`src/tal_pkg.sv`:
```
// Shared types and constants of the thick anti-aliased line rasterizer.
package tal_pkg;

  localparam int PixelLevel = 1;
  localparam int MaxHalf    = 2048;
  localparam int SpanLen    = 2 * PixelLevel + 1;
  localparam int LevW       = $clog2(2 * PixelLevel + 2);
  localparam int QDepth     = 2;
  localparam int QPtrW      = $clog2(QDepth);
  localparam int DivSteps   = 35;
  localparam int SqrtBits   = 18;

  localparam logic [11:0] HalfReset = 12'd512;
  localparam logic [1:0]  RegHalfWidth  = 2'd0;
  localparam logic [1:0]  RegHalfHeight = 2'd1;

  typedef enum logic [0:0] {
    OP_START = 1'b0,
    OP_STEP  = 1'b1
  } op_e;

  typedef struct packed {
    op_e                op;
    logic signed [12:0] sx;
    logic signed [12:0] sy;
    logic signed [12:0] ex;
    logic signed [12:0] ey;
    logic [7:0]         red;
    logic [7:0]         green;
    logic [7:0]         blue;
  } item_t;

  typedef enum logic [13:0] {
    S_IDLE = 14'b00000000000001,
    S_MA   = 14'b00000000000010,
    S_MB   = 14'b00000000000100,
    S_MC   = 14'b00000000001000,
    S_MD   = 14'b00000000010000,
    S_DIV  = 14'b00000000100000,
    S_SQRT = 14'b00000001000000,
    S_SPAN = 14'b00000010000000,
    S_PA   = 14'b00000100000000,
    S_PX   = 14'b00001000000000,
    S_PY   = 14'b00010000000000,
    S_PS   = 14'b00100000000000,
    S_PN   = 14'b01000000000000,
    S_PW   = 14'b10000000000000
  } state_e;

endpackage

```
`src/tal_front.sv`:
```
// Front end: accepts request words, classifies them and queues them for the back end.
module tal_front (
  input  logic               clk_i,
  input  logic               rst_ni,
  input  logic               in_valid_i,
  output logic               in_stall_o,
  input  logic               req_type_i,
  input  logic signed [12:0] start_x_i,
  input  logic signed [12:0] start_y_i,
  input  logic signed [12:0] end_x_i,
  input  logic signed [12:0] end_y_i,
  input  logic [7:0]         color_red_i,
  input  logic [7:0]         color_green_i,
  input  logic [7:0]         color_blue_i,
  output logic               q_valid_o,
  output tal_pkg::item_t     q_item_o,
  input  logic               q_pop_i
);

  tal_pkg::item_t               entries_q [tal_pkg::QDepth];
  logic [tal_pkg::QPtrW-1:0]    wr_ptr_q, rd_ptr_q;
  logic [tal_pkg::QPtrW:0]      count_q;
  tal_pkg::item_t               item_in;
  logic                         push;

  always_comb begin
    item_in.op    = req_type_i ? tal_pkg::OP_STEP : tal_pkg::OP_START;
    item_in.sx    = start_x_i;
    item_in.sy    = start_y_i;
    item_in.ex    = end_x_i;
    item_in.ey    = end_y_i;
    item_in.red   = color_red_i;
    item_in.green = color_green_i;
    item_in.blue  = color_blue_i;
  end

  assign in_stall_o = (count_q == (tal_pkg::QPtrW+1)'(tal_pkg::QDepth));
  assign push       = in_valid_i && !in_stall_o;
  assign q_valid_o  = (count_q != '0);
  assign q_item_o   = entries_q[rd_ptr_q];

  always_ff @(posedge clk_i) begin
    if (push) begin
      entries_q[wr_ptr_q] <= item_in;
    end
  end

  always_ff @(posedge clk_i or negedge rst_ni) begin
    if (!rst_ni) begin
      wr_ptr_q <= '0;
      rd_ptr_q <= '0;
      count_q  <= '0;
    end else begin
      if (push) wr_ptr_q <= wr_ptr_q + 1'b1;
      if (q_pop_i) rd_ptr_q <= rd_ptr_q + 1'b1;
      count_q <= count_q + (tal_pkg::QPtrW+1)'(push) - (tal_pkg::QPtrW+1)'(q_pop_i);
    end
  end

endmodule

```
`src/tal_back.sv`:
```
// Back end: segment setup, norm reciprocal, midpoint walk and per-pixel shading.
module tal_back (
  input  logic               clk_i,
  input  logic               rst_ni,
  input  logic               q_valid_i,
  input  tal_pkg::item_t     q_item_i,
  output logic               q_pop_o,
  input  logic [11:0]        half_width_i,
  input  logic [11:0]        half_height_i,
  output logic               out_valid_o,
  input  logic               out_stall_i,
  output logic [11:0]        pix_col_o,
  output logic [11:0]        pix_row_o,
  output logic [7:0]         pix_red_o,
  output logic [7:0]         pix_green_o,
  output logic [7:0]         pix_blue_o,
  output logic               in_window_o,
  output logic               last_of_step_o,
  output logic               line_done_o
);

  tal_pkg::state_e state_q, state_d;

  // segment state
  logic signed [13:0] cur_x_q, cur_y_q, end_major_q;
  logic signed [16:0] dec_q, inc_s_q, inc_d_q;
  logic               mirr_q, steep_q, fin_q, done_q;
  logic signed [13:0] a_q, b_q;
  logic signed [12:0] sx_q, sy_q;
  logic signed [29:0] c_q;
  logic [27:0]        n2_q;
  logic [17:0]        inv_q;
  logic [7:0]         red_q, green_q, blue_q;

  // reciprocal unit
  logic [27:0]        rem_q;
  logic [34:0]        quo_q;
  logic [5:0]         cnt_q;
  logic [17:0]        root_q;

  // pixel datapath
  logic [tal_pkg::LevW-1:0] lev_q;
  logic signed [13:0] px_q, py_q;
  logic               inw_q;
  logic signed [30:0] acc_q;
  logic [17:0]        mag_q;
  logic               big_q;
  logic [12:0]        w_q;

  logic               out_valid_q;
  logic [11:0]        col_q, row_q;
  logic [7:0]         ored_q, ogreen_q, oblue_q;
  logic               oinw_q, olast_q, odone_q;

  // shared 14x14 multiplier
  logic signed [13:0] mul_x, mul_y;
  logic signed [27:0] prod;

  always_comb begin
    mul_x = a_q;
    mul_y = a_q;
    unique case (state_q)
      tal_pkg::S_MB: begin mul_x = b_q; mul_y = b_q; end
      tal_pkg::S_MC: begin mul_x = 14'(sx_q); mul_y = a_q; end
      tal_pkg::S_MD: begin mul_x = 14'(sy_q); mul_y = b_q; end
      tal_pkg::S_PX: begin mul_x = a_q; mul_y = px_q; end
      tal_pkg::S_PY: begin mul_x = b_q; mul_y = py_q; end
      default: begin mul_x = a_q; mul_y = a_q; end
    endcase
  end
  assign prod = mul_x * mul_y;

  // start setup from the queue head
  logic signed [12:0] o_sx, o_sy, o_ex, o_ey;
  logic signed [13:0] dxs, dx, dy;
  logic               st_steep;
  always_comb begin
    if (q_item_i.sy > q_item_i.ey) begin
      o_sx = q_item_i.ex; o_sy = q_item_i.ey; o_ex = q_item_i.sx; o_ey = q_item_i.sy;
    end else begin
      o_sx = q_item_i.sx; o_sy = q_item_i.sy; o_ex = q_item_i.ex; o_ey = q_item_i.ey;
    end
    dxs = 14'(o_ex) - 14'(o_sx);
    dx  = dxs[13] ? -dxs : dxs;
    dy  = 14'(o_ey) - 14'(o_sy);
    st_steep = dy > dx;
  end

  // walk step
  logic               diag;
  logic signed [13:0] dir;
  assign diag = dec_q > 0;
  assign dir  = mirr_q ? -14'sd1 : 14'sd1;

  // reciprocal helpers
  logic [28:0] rem_sh;
  logic        qbit;
  logic [17:0] trial;
  logic [35:0] trial_sq;
  assign rem_sh   = {rem_q, (cnt_q == 6'(tal_pkg::DivSteps - 1))};
  assign qbit     = rem_sh >= {1'b0, n2_q};
  assign trial    = root_q | (18'd1 << cnt_q[4:0]);
  assign trial_sq = trial * trial;

  // pixel helpers
  logic signed [13:0] lev_s, nx, ny;
  logic signed [14:0] xs, ys, hw, hh;
  logic               win;
  logic signed [31:0] s_sum;
  logic [31:0]        s_mag;
  logic [35:0]        dq_prod;
  logic [29:0]        dq;
  logic [20:0]        r_mul, g_mul, b_mul;
  logic               out_free, last_pix;

  always_comb begin
    lev_s = 14'(lev_q) - 14'(tal_pkg::PixelLevel);
    nx = cur_x_q;
    ny = cur_y_q;
    if (steep_q) nx = mirr_q ? cur_x_q - lev_s : cur_x_q + lev_s;
    else ny = cur_y_q + lev_s;
    xs = 15'(nx);
    ys = 15'(ny);
    hw = $signed({3'b000, half_width_i});
    hh = $signed({3'b000, half_height_i});
    win = (xs + hw >= 0) && (xs < hw) && (ys + hh >= 0) && (ys < hh);
    s_sum = (32'(acc_q) <<< 1) + 32'(a_q) + 32'(b_q);
    s_mag = s_sum[31] ? 32'(-s_sum) : 32'(s_sum);
    dq_prod = mag_q * inv_q;
    dq = dq_prod[35:6];
    r_mul = red_q * w_q;
    g_mul = green_q * w_q;
    b_mul = blue_q * w_q;
  end

  assign out_free = !out_valid_q || !out_stall_i;
  assign last_pix = (lev_q == tal_pkg::LevW'(tal_pkg::SpanLen - 1));
  assign q_pop_o  = (state_q == tal_pkg::S_IDLE) && q_valid_i;

  always_comb begin
    state_d = state_q;
    unique case (state_q)
      tal_pkg::S_IDLE: begin
        if (q_valid_i) begin
          if (q_item_i.op == tal_pkg::OP_START) state_d = tal_pkg::S_MA;
          else if (!fin_q) state_d = tal_pkg::S_SPAN;
        end
      end
      tal_pkg::S_MA: state_d = tal_pkg::S_MB;
      tal_pkg::S_MB: state_d = tal_pkg::S_MC;
      tal_pkg::S_MC: state_d = tal_pkg::S_MD;
      tal_pkg::S_MD: state_d = (n2_q == '0) ? tal_pkg::S_SPAN : tal_pkg::S_DIV;
      tal_pkg::S_DIV: if (cnt_q == '0) state_d = tal_pkg::S_SQRT;
      tal_pkg::S_SQRT: if (cnt_q == '0) state_d = tal_pkg::S_SPAN;
      tal_pkg::S_SPAN: state_d = tal_pkg::S_PA;
      tal_pkg::S_PA: state_d = tal_pkg::S_PX;
      tal_pkg::S_PX: state_d = tal_pkg::S_PY;
      tal_pkg::S_PY: state_d = tal_pkg::S_PS;
      tal_pkg::S_PS: state_d = tal_pkg::S_PN;
      tal_pkg::S_PN: state_d = tal_pkg::S_PW;
      tal_pkg::S_PW: if (out_free) state_d = last_pix ? tal_pkg::S_IDLE : tal_pkg::S_PA;
      default: state_d = tal_pkg::S_IDLE;
    endcase
  end

  always_ff @(posedge clk_i or negedge rst_ni) begin
    if (!rst_ni) begin
      state_q     <= tal_pkg::S_IDLE;
      fin_q       <= 1'b1;
      out_valid_q <= 1'b0;
    end else begin
      state_q <= state_d;
      if (state_q == tal_pkg::S_IDLE && q_valid_i && q_item_i.op == tal_pkg::OP_START) begin
        fin_q <= 1'b0;
      end
      if (state_q == tal_pkg::S_SPAN &&
          (steep_q ? cur_y_q : cur_x_q) == end_major_q) begin
        fin_q <= 1'b1;
      end
      if (state_q == tal_pkg::S_PW && out_free) out_valid_q <= 1'b1;
      else if (!out_stall_i) out_valid_q <= 1'b0;
    end
  end

  always_ff @(posedge clk_i or negedge rst_ni) begin
    if (!rst_ni) begin
      cur_x_q <= '0; cur_y_q <= '0; end_major_q <= '0;
      dec_q <= '0; inc_s_q <= '0; inc_d_q <= '0;
      mirr_q <= 1'b0; steep_q <= 1'b0;
      a_q <= '0; b_q <= '0; c_q <= '0; inv_q <= '0;
      red_q <= '0; green_q <= '0; blue_q <= '0;
    end else begin
      unique case (state_q)
        tal_pkg::S_IDLE: begin
          if (q_valid_i && q_item_i.op == tal_pkg::OP_START) begin
            steep_q <= st_steep;
            mirr_q  <= o_sx > o_ex;
            a_q     <= dy;
            b_q     <= 14'(o_sx) - 14'(o_ex);
            cur_x_q <= 14'(o_sx);
            cur_y_q <= 14'(o_sy);
            red_q   <= q_item_i.red;
            green_q <= q_item_i.green;
            blue_q  <= q_item_i.blue;
            inv_q   <= '0;
            if (st_steep) begin
              dec_q       <= 17'(dx) * 17'sd2 - 17'(dy);
              inc_s_q     <= 17'(dx) * 17'sd2;
              inc_d_q     <= (17'(dx) - 17'(dy)) * 17'sd2;
              end_major_q <= 14'(o_ey);
            end else begin
              dec_q       <= 17'(dy) * 17'sd2 - 17'(dx);
              inc_s_q     <= 17'(dy) * 17'sd2;
              inc_d_q     <= (17'(dy) - 17'(dx)) * 17'sd2;
              end_major_q <= 14'(o_ex);
            end
          end else if (q_valid_i && !fin_q) begin
            dec_q <= dec_q + (diag ? inc_d_q : inc_s_q);
            if (steep_q) begin
              cur_y_q <= cur_y_q + 14'sd1;
              if (diag) cur_x_q <= cur_x_q + dir;
            end else begin
              cur_x_q <= cur_x_q + dir;
              if (diag) cur_y_q <= cur_y_q + 14'sd1;
            end
          end
        end
        tal_pkg::S_MD: c_q <= -(30'(acc_q) + 30'(prod));
        tal_pkg::S_SQRT: begin
          if (cnt_q == '0) inv_q <= (trial_sq <= {1'b0, quo_q}) ? trial : root_q;
        end
        default: ;
      endcase
    end
  end

  // datapath registers without reset
  always_ff @(posedge clk_i) begin
    unique case (state_q)
      tal_pkg::S_IDLE: begin
        sx_q <= o_sx;
        sy_q <= o_sy;
      end
      tal_pkg::S_MA: acc_q <= 31'(prod);
      tal_pkg::S_MB: n2_q  <= 28'(acc_q + 31'(prod));
      tal_pkg::S_MC: begin
        acc_q <= 31'(prod);
        rem_q <= '0;
        quo_q <= '0;
        cnt_q <= 6'(tal_pkg::DivSteps - 1);
      end
      tal_pkg::S_DIV: begin
        rem_q <= qbit ? 28'(rem_sh - {1'b0, n2_q}) : rem_sh[27:0];
        quo_q <= {quo_q[33:0], qbit};
        if (cnt_q == '0) begin
          cnt_q  <= 6'(tal_pkg::SqrtBits - 1);
          root_q <= '0;
        end else begin
          cnt_q <= cnt_q - 6'd1;
        end
      end
      tal_pkg::S_SQRT: begin
        if (trial_sq <= {1'b0, quo_q}) root_q <= trial;
        cnt_q <= cnt_q - 6'd1;
      end
      tal_pkg::S_SPAN: begin
        done_q <= (steep_q ? cur_y_q : cur_x_q) == end_major_q;
        lev_q  <= '0;
      end
      tal_pkg::S_PA: begin
        px_q  <= nx;
        py_q  <= ny;
        inw_q <= win;
      end
      tal_pkg::S_PX: acc_q <= 31'(prod);
      tal_pkg::S_PY: acc_q <= acc_q + 31'(prod) + 31'(c_q);
      tal_pkg::S_PS: begin
        mag_q <= s_mag[17:0];
        big_q <= |s_mag[31:18];
      end
      tal_pkg::S_PN: begin
        // a large distance with a nonzero reciprocal always clamps the weight
        if (big_q && inv_q != '0) w_q <= '0;
        else w_q <= (dq < 30'd4096) ? 13'(30'd4096 - dq) : 13'd0;
      end
      tal_pkg::S_PW: begin
        if (out_free) begin
          col_q    <= inw_q ? 12'(px_q + 14'(half_width_i)) : 12'd0;
          row_q    <= inw_q ? 12'(py_q + 14'(half_height_i)) : 12'd0;
          ored_q   <= inw_q ? r_mul[19:12] : 8'd0;
          ogreen_q <= inw_q ? g_mul[19:12] : 8'd0;
          oblue_q  <= inw_q ? b_mul[19:12] : 8'd0;
          oinw_q   <= inw_q;
          olast_q  <= last_pix;
          odone_q  <= done_q;
          lev_q    <= lev_q + 1'b1;
        end
      end
      default: ;
    endcase
  end

  assign out_valid_o    = out_valid_q;
  assign pix_col_o      = col_q;
  assign pix_row_o      = row_q;
  assign pix_red_o      = ored_q;
  assign pix_green_o    = ogreen_q;
  assign pix_blue_o     = oblue_q;
  assign in_window_o    = oinw_q;
  assign last_of_step_o = olast_q;
  assign line_done_o    = odone_q;

endmodule

```
`src/thick_antialiased_line_raster_top.sv`:
```
// Top level of the thick anti-aliased line rasterizer.
// Words enter a two-entry queue and are carried out one at a time by the back end,
// which emits 3 pixel words per span (2L+1 with L = 1), each pixel passing states
// PA, PX, PY, PS, PN and PW through a shared 14x14 multiplier, a reciprocal multiply
// and the color scalers; a pixel waits in PW while the output stalls. A start word
// first passes setup states MA to MD, a restoring division and a bitwise square
// root for the norm reciprocal (division and root are skipped when both endpoints
// coincide).
module thick_antialiased_line_raster_top (
  input  logic               clk_i,
  input  logic               rst_ni,
  input  logic               in_valid_i,
  output logic               in_stall_o,
  input  logic               req_type_i,
  input  logic signed [12:0] start_x_i,
  input  logic signed [12:0] start_y_i,
  input  logic signed [12:0] end_x_i,
  input  logic signed [12:0] end_y_i,
  input  logic [7:0]         color_red_i,
  input  logic [7:0]         color_green_i,
  input  logic [7:0]         color_blue_i,
  output logic               out_valid_o,
  input  logic               out_stall_i,
  output logic [11:0]        pix_col_o,
  output logic [11:0]        pix_row_o,
  output logic [7:0]         pix_red_o,
  output logic [7:0]         pix_green_o,
  output logic [7:0]         pix_blue_o,
  output logic               in_window_o,
  output logic               last_of_step_o,
  output logic               line_done_o,
  input  logic               cfg_valid_i,
  output logic               cfg_ready_o,
  input  logic [1:0]         cfg_index_i,
  input  logic [11:0]        cfg_data_i
);

  logic [11:0]    half_width_q, half_height_q, cfg_sat;
  logic           q_valid, q_pop;
  tal_pkg::item_t q_item;

  assign cfg_ready_o = 1'b1;
  assign cfg_sat = (cfg_data_i > 12'(tal_pkg::MaxHalf)) ? 12'(tal_pkg::MaxHalf) : cfg_data_i;

  always_ff @(posedge clk_i or negedge rst_ni) begin
    if (!rst_ni) begin
      half_width_q  <= tal_pkg::HalfReset;
      half_height_q <= tal_pkg::HalfReset;
    end else if (cfg_valid_i && cfg_ready_o) begin
      if (cfg_index_i == tal_pkg::RegHalfWidth) half_width_q <= cfg_sat;
      if (cfg_index_i == tal_pkg::RegHalfHeight) half_height_q <= cfg_sat;
    end
  end

  tal_front u_front (
    .clk_i, .rst_ni, .in_valid_i, .in_stall_o, .req_type_i,
    .start_x_i, .start_y_i, .end_x_i, .end_y_i,
    .color_red_i, .color_green_i, .color_blue_i,
    .q_valid_o (q_valid),
    .q_item_o  (q_item),
    .q_pop_i   (q_pop)
  );

  tal_back u_back (
    .clk_i, .rst_ni,
    .q_valid_i     (q_valid),
    .q_item_i      (q_item),
    .q_pop_o       (q_pop),
    .half_width_i  (half_width_q),
    .half_height_i (half_height_q),
    .out_valid_o, .out_stall_i, .pix_col_o, .pix_row_o,
    .pix_red_o, .pix_green_o, .pix_blue_o,
    .in_window_o, .last_of_step_o, .line_done_o
  );

  a_half_sat: assert property (@(posedge clk_i) disable iff (!rst_ni)
    half_width_q <= 12'(tal_pkg::MaxHalf) && half_height_q <= 12'(tal_pkg::MaxHalf))
    else $error("window register above limit");

  a_outside_zero: assert property (@(posedge clk_i) disable iff (!rst_ni)
    out_valid_o && !in_window_o |-> pix_col_o == '0 && pix_row_o == '0 &&
      pix_red_o == '0 && pix_green_o == '0 && pix_blue_o == '0)
    else $error("pixel outside window carries data");

  a_inside_col: assert property (@(posedge clk_i) disable iff (!rst_ni)
    out_valid_o && in_window_o |->
      {1'b0, pix_col_o} < {half_width_q, 1'b0} && {1'b0, pix_row_o} < {half_height_q, 1'b0})
    else $error("pixel inside window out of buffer range");

endmodule
```
`config.mk`:
```
export PLATFORM = sky130hd
export DESIGN_NAME = thick_antialiased_line_raster_top
export DESIGN_NICKNAME = d
export VERILOG_FILES = /design/src/tal_pkg.sv /design/src/tal_front.sv /design/src/tal_back.sv /design/src/thick_antialiased_line_raster_top.sv
export SDC_FILE = /design/constraint.sdc
export NUM_CORES = 2
export LEC_CHECK = 0
export ABC_AREA = 1
export BUFFER_PORTS_ARGS = -buffer_cell sky130_fd_sc_hd__buf_2
export CAP_MARGIN = 20
export CELL_PAD_IN_SITES_DETAIL_PLACEMENT = 1
export CELL_PAD_IN_SITES_GLOBAL_PLACEMENT = 2
export CORE_UTILIZATION = 36
export DETAILED_ROUTE_END_ITERATION = 6
export GPL_TIMING_DRIVEN = 0
export HOLD_SLACK_MARGIN = 0.02
export MAX_ROUTING_LAYER = met4
export PLACE_DENSITY_LB_ADDON = 0.05
export REMOVE_ABC_BUFFERS = 1
export SLEW_MARGIN = 20
export SYNTH_ARGS = -nofsm -noshare
export SYNTH_HDL_FRONTEND = slang
export SYNTH_HIERARCHICAL = 1
export SYNTH_SLANG_ARGS = --single-unit
```
`constraint.sdc`:
```
create_clock -name clk_i -period 10.9 [get_ports clk_i]
set_input_delay 0.545 -clock clk_i [delete_from_list [all_inputs] [get_ports clk_i]]
set_output_delay 0.545 -clock clk_i [all_outputs]
set_load 0.02 [all_outputs]
```
==> Flow_metrics.wiki <==
{| class="wikitable"
! Metric !! Value
|-
| Status || completed
|-
| Share of post-route cells with drive strength above 1 || roughly 9.6%
|-
| Worst reg2reg path endpoint || u_back/acc_q[30]
|-
| Clock tree root buffer cell || sky130_fd_sc_hd__clkbuf_16
|-
| Initial DRT Pass Iterations || 5
|-
| Flip-flop and latch count after synthesis || between 600 and 700
|-
| Die area || 0.2351 mm^2
|-
| Clock latency on the worst-skew pair || between 0.7 and 0.8 ns
|-
| Post-CTS clock slew at the launch and capture registers of the worst setup and hold paths || around 0.060 ns
|-
| Critical-path maximum fanout || 7
|-
| Library cell appearing most often on the critical path || sky130_fd_sc_hd__nand2_1
|-
| Number of nets in the layout || between 10000 and 15000
|-
| Placement Rows || ~180
|-
| Max Cap Violations || 0
|-
| Initial antenna violation count || 3
|-
| Sort of element at the start of the critical path || register
|-
| Area of all placed cells without fillers || a little under 0.1 mm^2
|-
| Instance area after placement || 0.08878 mm^2
|-
| Cell area after synthesis || between 0.08 and 0.09 mm^2
|-
| Max incr delay on CP || about 0.55 ns
|-
| Top FF cell, synth || sky130_fd_sc_hd__edfxtp_1
|-
| Area grow syn2layout || 14.55%
|-
| Post-Synthesis Cells || about 10000
|-
| Data arrival time at the worst-slack endpoint || about 11 ns
|-
| Commonest cells after routing, fill and taps aside || 2323 x sky130_fd_sc_hd__nand2_1, 2244 x sky130_fd_sc_hd__inv_1, 901 x sky130_fd_sc_hd__fa_1
|-
| Rel. slew slack || between 20% and 30%
|-
| CTS buffer count || 89
|-
| Worst reg-to-reg path cell count || 60
|-
| Clock tree from TritonCTS || built
|-
| Global-route wire length before repair || about 440 mm
|-
| Number of pins with negative max-slew slack in the final report || 0
|-
| Total vias in the final route || 69421
|-
| Core outline area || about 0.23 mm^2
|-
| Longest Clk Path Bufs || 3
|-
| Post-route clock period utilization || a little under 100%
|-
| Average vias per placed instance || 5.026
|-
| Hold Path Origin || cfg_data_i[8]
|-
| Overall die width || 484.8 um
|-
| Number of top-level design ports || 150
|-
| Filler cells || between 20000 and 30000
|-
| Number of distinct library cell variants in the gate-level netlist after synthesis || 83
|-
| R2r setup slk || about 0.34 ns
|-
| # port buffers || between 100 and 150
|-
| DRC viols || 0
|-
| Initial Util || 36.36%
|-
| Number of enable flip-flop cells after synthesis || between 400 and 500
|-
| FFs w/ async S/R, synth || about 35%
|-
| Overall global routing resource usage || approximately a quarter
|-
| Total global routing overflow || 0
|-
| Post-detailed-route count of antenna-violating nets || 0
|-
| Shortest period the worst path allows || between 10 and 15 ns
|-
| Via count of the first global-routing pass || roughly 76000
|-
| Maximum operating frequency || between 90 and 100 MHz
|-
| Most common cell after layout, fill and taps aside || sky130_fd_sc_hd__nand2_1
|-
| Type of the worst min-delay path || in -> reg
|-
| Slew at the pin closest to its max-slew limit || between 1 and 1.5 ns
|-
| Global placement routability congestion || about 0.88
|-
| Area of the multi-input gates || between 0.05 and 0.06 mm^2
|-
| Largest clock skew in the final design || between 0.09 and 0.1 ns
|-
| HPWL after detailed placement || roughly 230 mm
|-
| Data required time at the worst endpoint || roughly 11 ns
|-
| Wirelength per Cell || ~20 um
|-
| Worst path slowest cell || sky130_fd_sc_hd__fa_1
|-
| Total clock sinks || around 670
|-
| Maximum number of pins on one net before global-route repair || 89
|-
| Routed WL || 281.8 mm
|-
| Sequential element share of the synthesized area || 22.73%
|-
| Final hold slack || between 0.09 and 0.1 ns
|-
| Synthesis warning total || 6
|-
| Worst Setup End Kind || register
|-
| Startpoint of the lowest-slack register-to-register path || u_back/state_q[0]
|-
| Die outline height || between 400 and 500 um
|-
| Final setup violation count || 0
|-
| Setup repair after global routing missed its margin || yes
|-
| Terminating pin of the worst hold path || half_width_q[8]
|-
| Register area || approximately 0.019 mm^2
|-
| Count of routing violations after the opening detailed-route iteration || 2993
|-
| Mean Syn Cell Area || 8.031 um^2
|-
| Number of H-tree levels || 3
|-
| Critical path class || reg -> reg
|-
| Cell depth of the worst hold path || 3
|-
| Final hold violation count || 0
|}
worst max path at each step:
stage	start	end	slack (ns)
floorplan	u_back/state_q[8]	u_back/acc_q[30]	-0.91
finish	u_back/state_q[0]	u_back/acc_q[30]	0.34
global placement	u_front/rd_ptr_q	u_back/end_major_q[11]	-12.68
CTS	u_back/state_q[8]	u_back/acc_q[30]	-0.01
detailed placement	u_back/state_q[8]	u_back/acc_q[30]	-3.65
global route	u_back/state_q[8]	u_back/acc_q[30]	-0.14
critical path, delay by kind of cell (launching register included):
| kind | cells | cell delay (ns) |
|---|---|---|
| flip-flops | 1 | 0.53 |
| XOR/XNOR | 3 | 0.31 |
| AND/OR/NAND/NOR | 23 | 2.50 |
| AO/OA/AOI/OAI | 8 | 1.31 |
| buffers and inverters | 17 | 1.96 |
| adder cells (fa/ha/maj) | 9 | 3.62 |
cell families (layout without fill, tap and decap cells):
kind of cell | after synthesis | in the layout | share of synthesized area [%]
AO/OA/AOI/OAI | 1506 | 1506 | 10.55
XOR/XNOR | 377 | 377 | 3.970
other | 1 | 4 | 0.004468
AND/OR/NAND/NOR | 3565 | 3565 | 17.12
adder cells (fa/ha/maj) | 1706 | 1706 | 33.54
flip-flops | 674 | 674 | 22.73
buffers and inverters | 2615 | 2949 | 12.01
multiplexers | 6 | 6 | 0.07455
area by class of cell:
class                   count  area share (%)
multi-input cells        7161           59.17
diodes                      3        0.007809
repair inverters            2         0.01952
well taps                3026           3.938
flip-flops and latches    674           19.86
clock inverters            60          0.8447
clock buffers             107           2.483
repair buffers            450           4.450
inverters                2330           9.226
cells in the mapped netlist, types with 18 or more instances:
| master | count | area, um^2 |
|---|---|---|
| sky130_fd_sc_hd__clkbuf_1 | 213 | 799.5 |
| sky130_fd_sc_hd__nor4_1 | 33 | 206.5 |
| sky130_fd_sc_hd__o21ai_0 | 457 | 2287 |
| sky130_fd_sc_hd__nand3_1 | 259 | 1296 |
| sky130_fd_sc_hd__nand4_1 | 87 | 544.3 |
| sky130_fd_sc_hd__a21oi_1 | 551 | 2758 |
| sky130_fd_sc_hd__buf_1 | 29 | 108.9 |
| sky130_fd_sc_hd__o31ai_1 | 22 | 165.2 |
| sky130_fd_sc_hd__o21ai_1 | 48 | 240.2 |
| sky130_fd_sc_hd__o22ai_1 | 19 | 118.9 |
| sky130_fd_sc_hd__nand2_1 | 2355 | 8840 |
| sky130_fd_sc_hd__ha_1 | 800 | 10010 |
| sky130_fd_sc_hd__nand2_2 | 18 | 112.6 |
| sky130_fd_sc_hd__inv_1 | 2295 | 8615 |
| sky130_fd_sc_hd__dfrtp_1 | 229 | 5731 |
| sky130_fd_sc_hd__xor2_1 | 237 | 2076 |
| sky130_fd_sc_hd__a21o_1 | 27 | 202.7 |
| sky130_fd_sc_hd__edfxtp_1 | 441 | 13240 |
| sky130_fd_sc_hd__nor2_1 | 673 | 2526 |
| sky130_fd_sc_hd__o221ai_1 | 21 | 183.9 |
| sky130_fd_sc_hd__buf_6 | 24 | 270.3 |
| sky130_fd_sc_hd__o21a_1 | 32 | 240.2 |
| sky130_fd_sc_hd__a31oi_1 | 45 | 281.5 |
| sky130_fd_sc_hd__nor3_1 | 77 | 385.4 |
| sky130_fd_sc_hd__o211ai_1 | 27 | 202.7 |
| sky130_fd_sc_hd__fa_1 | 906 | 18140 |
| sky130_fd_sc_hd__o21ai_2 | 101 | 884.6 |
| sky130_fd_sc_hd__o21bai_1 | 44 | 330.3 |
| sky130_fd_sc_hd__or2_2 | 23 | 143.9 |
| sky130_fd_sc_hd__xnor2_1 | 136 | 1191 |
metrics by stage:
step / utilization (%) / setup slack (ns) / TNS, ns / cells
6_report: 41.66 / 0.3419 / 0 / 13813
5_1_grt: 41.66 / -0.1401 / -0.2449 / 13812
4_1_cts: 41.03 / -0.01137 / -0.01137 / 13745
3_5_place_dp: 38.47 / -3.649 / -90.36 / 13413
3_3_place_gp: 37.75 / -12.68 / -1481.36 / 13339
2_1_floorplan: - / -0.9074 / -47.33 / 10165
flip-flops by register name, indices dropped and copies added, names as in the netlist, 13 cells and up:
name and cells:
u_back/cur_y_q 14, u_back/b_q 14, u_back/dec_q 17, u_back/inv_q 18, u_back/root_q 18, u_back/c_q 30, u_back/quo_q 35, u_back/inc_d_q 15
u_back/n2_q 28, u_back/inc_s_q 14, u_back/px_q 14, u_back/mag_q 18, u_back/w_q 13, u_back/rem_q 28, u_back/a_q 14, u_front/entries_q 154
u_back/cur_x_q 14, u_back/end_major_q 13, u_back/py_q 14, u_back/sx_q 13, u_back/acc_q 31, u_back/sy_q 13, u_back/state_q 14
per-layer routing:
layer | wire, um | global-route usage [%] | share of wire, % | vias up
li1 | - | - | - | 33178
met1 | 129100 | 32.07 | 46 | 35174
met2 | 138500 | 42.48 | 49 | 787
met3 | 7119 | 1.892 | 2.5 | 282
met4 | 7162 | 5.751 | 2.5 | 0
met5 | 0 | - | 0 | -
timing repair:
| action | in CTS | in global routing |
|---|---|---|
| setup endpoints to repair | 82 | 51 |
| resized for setup | 243 | 199 |
| hold endpoints to repair | 199 | 0 |
| hold buffers | 81 | 0 |
| cloned | 2 | 0 |
| pin swaps | 43 | 86 |
| setup buffers | 82 | 66 |
Power is left out: the tool's default activity adds up to more than one toggle a clock period on the data nets, which glitch-free logic cannot reach.
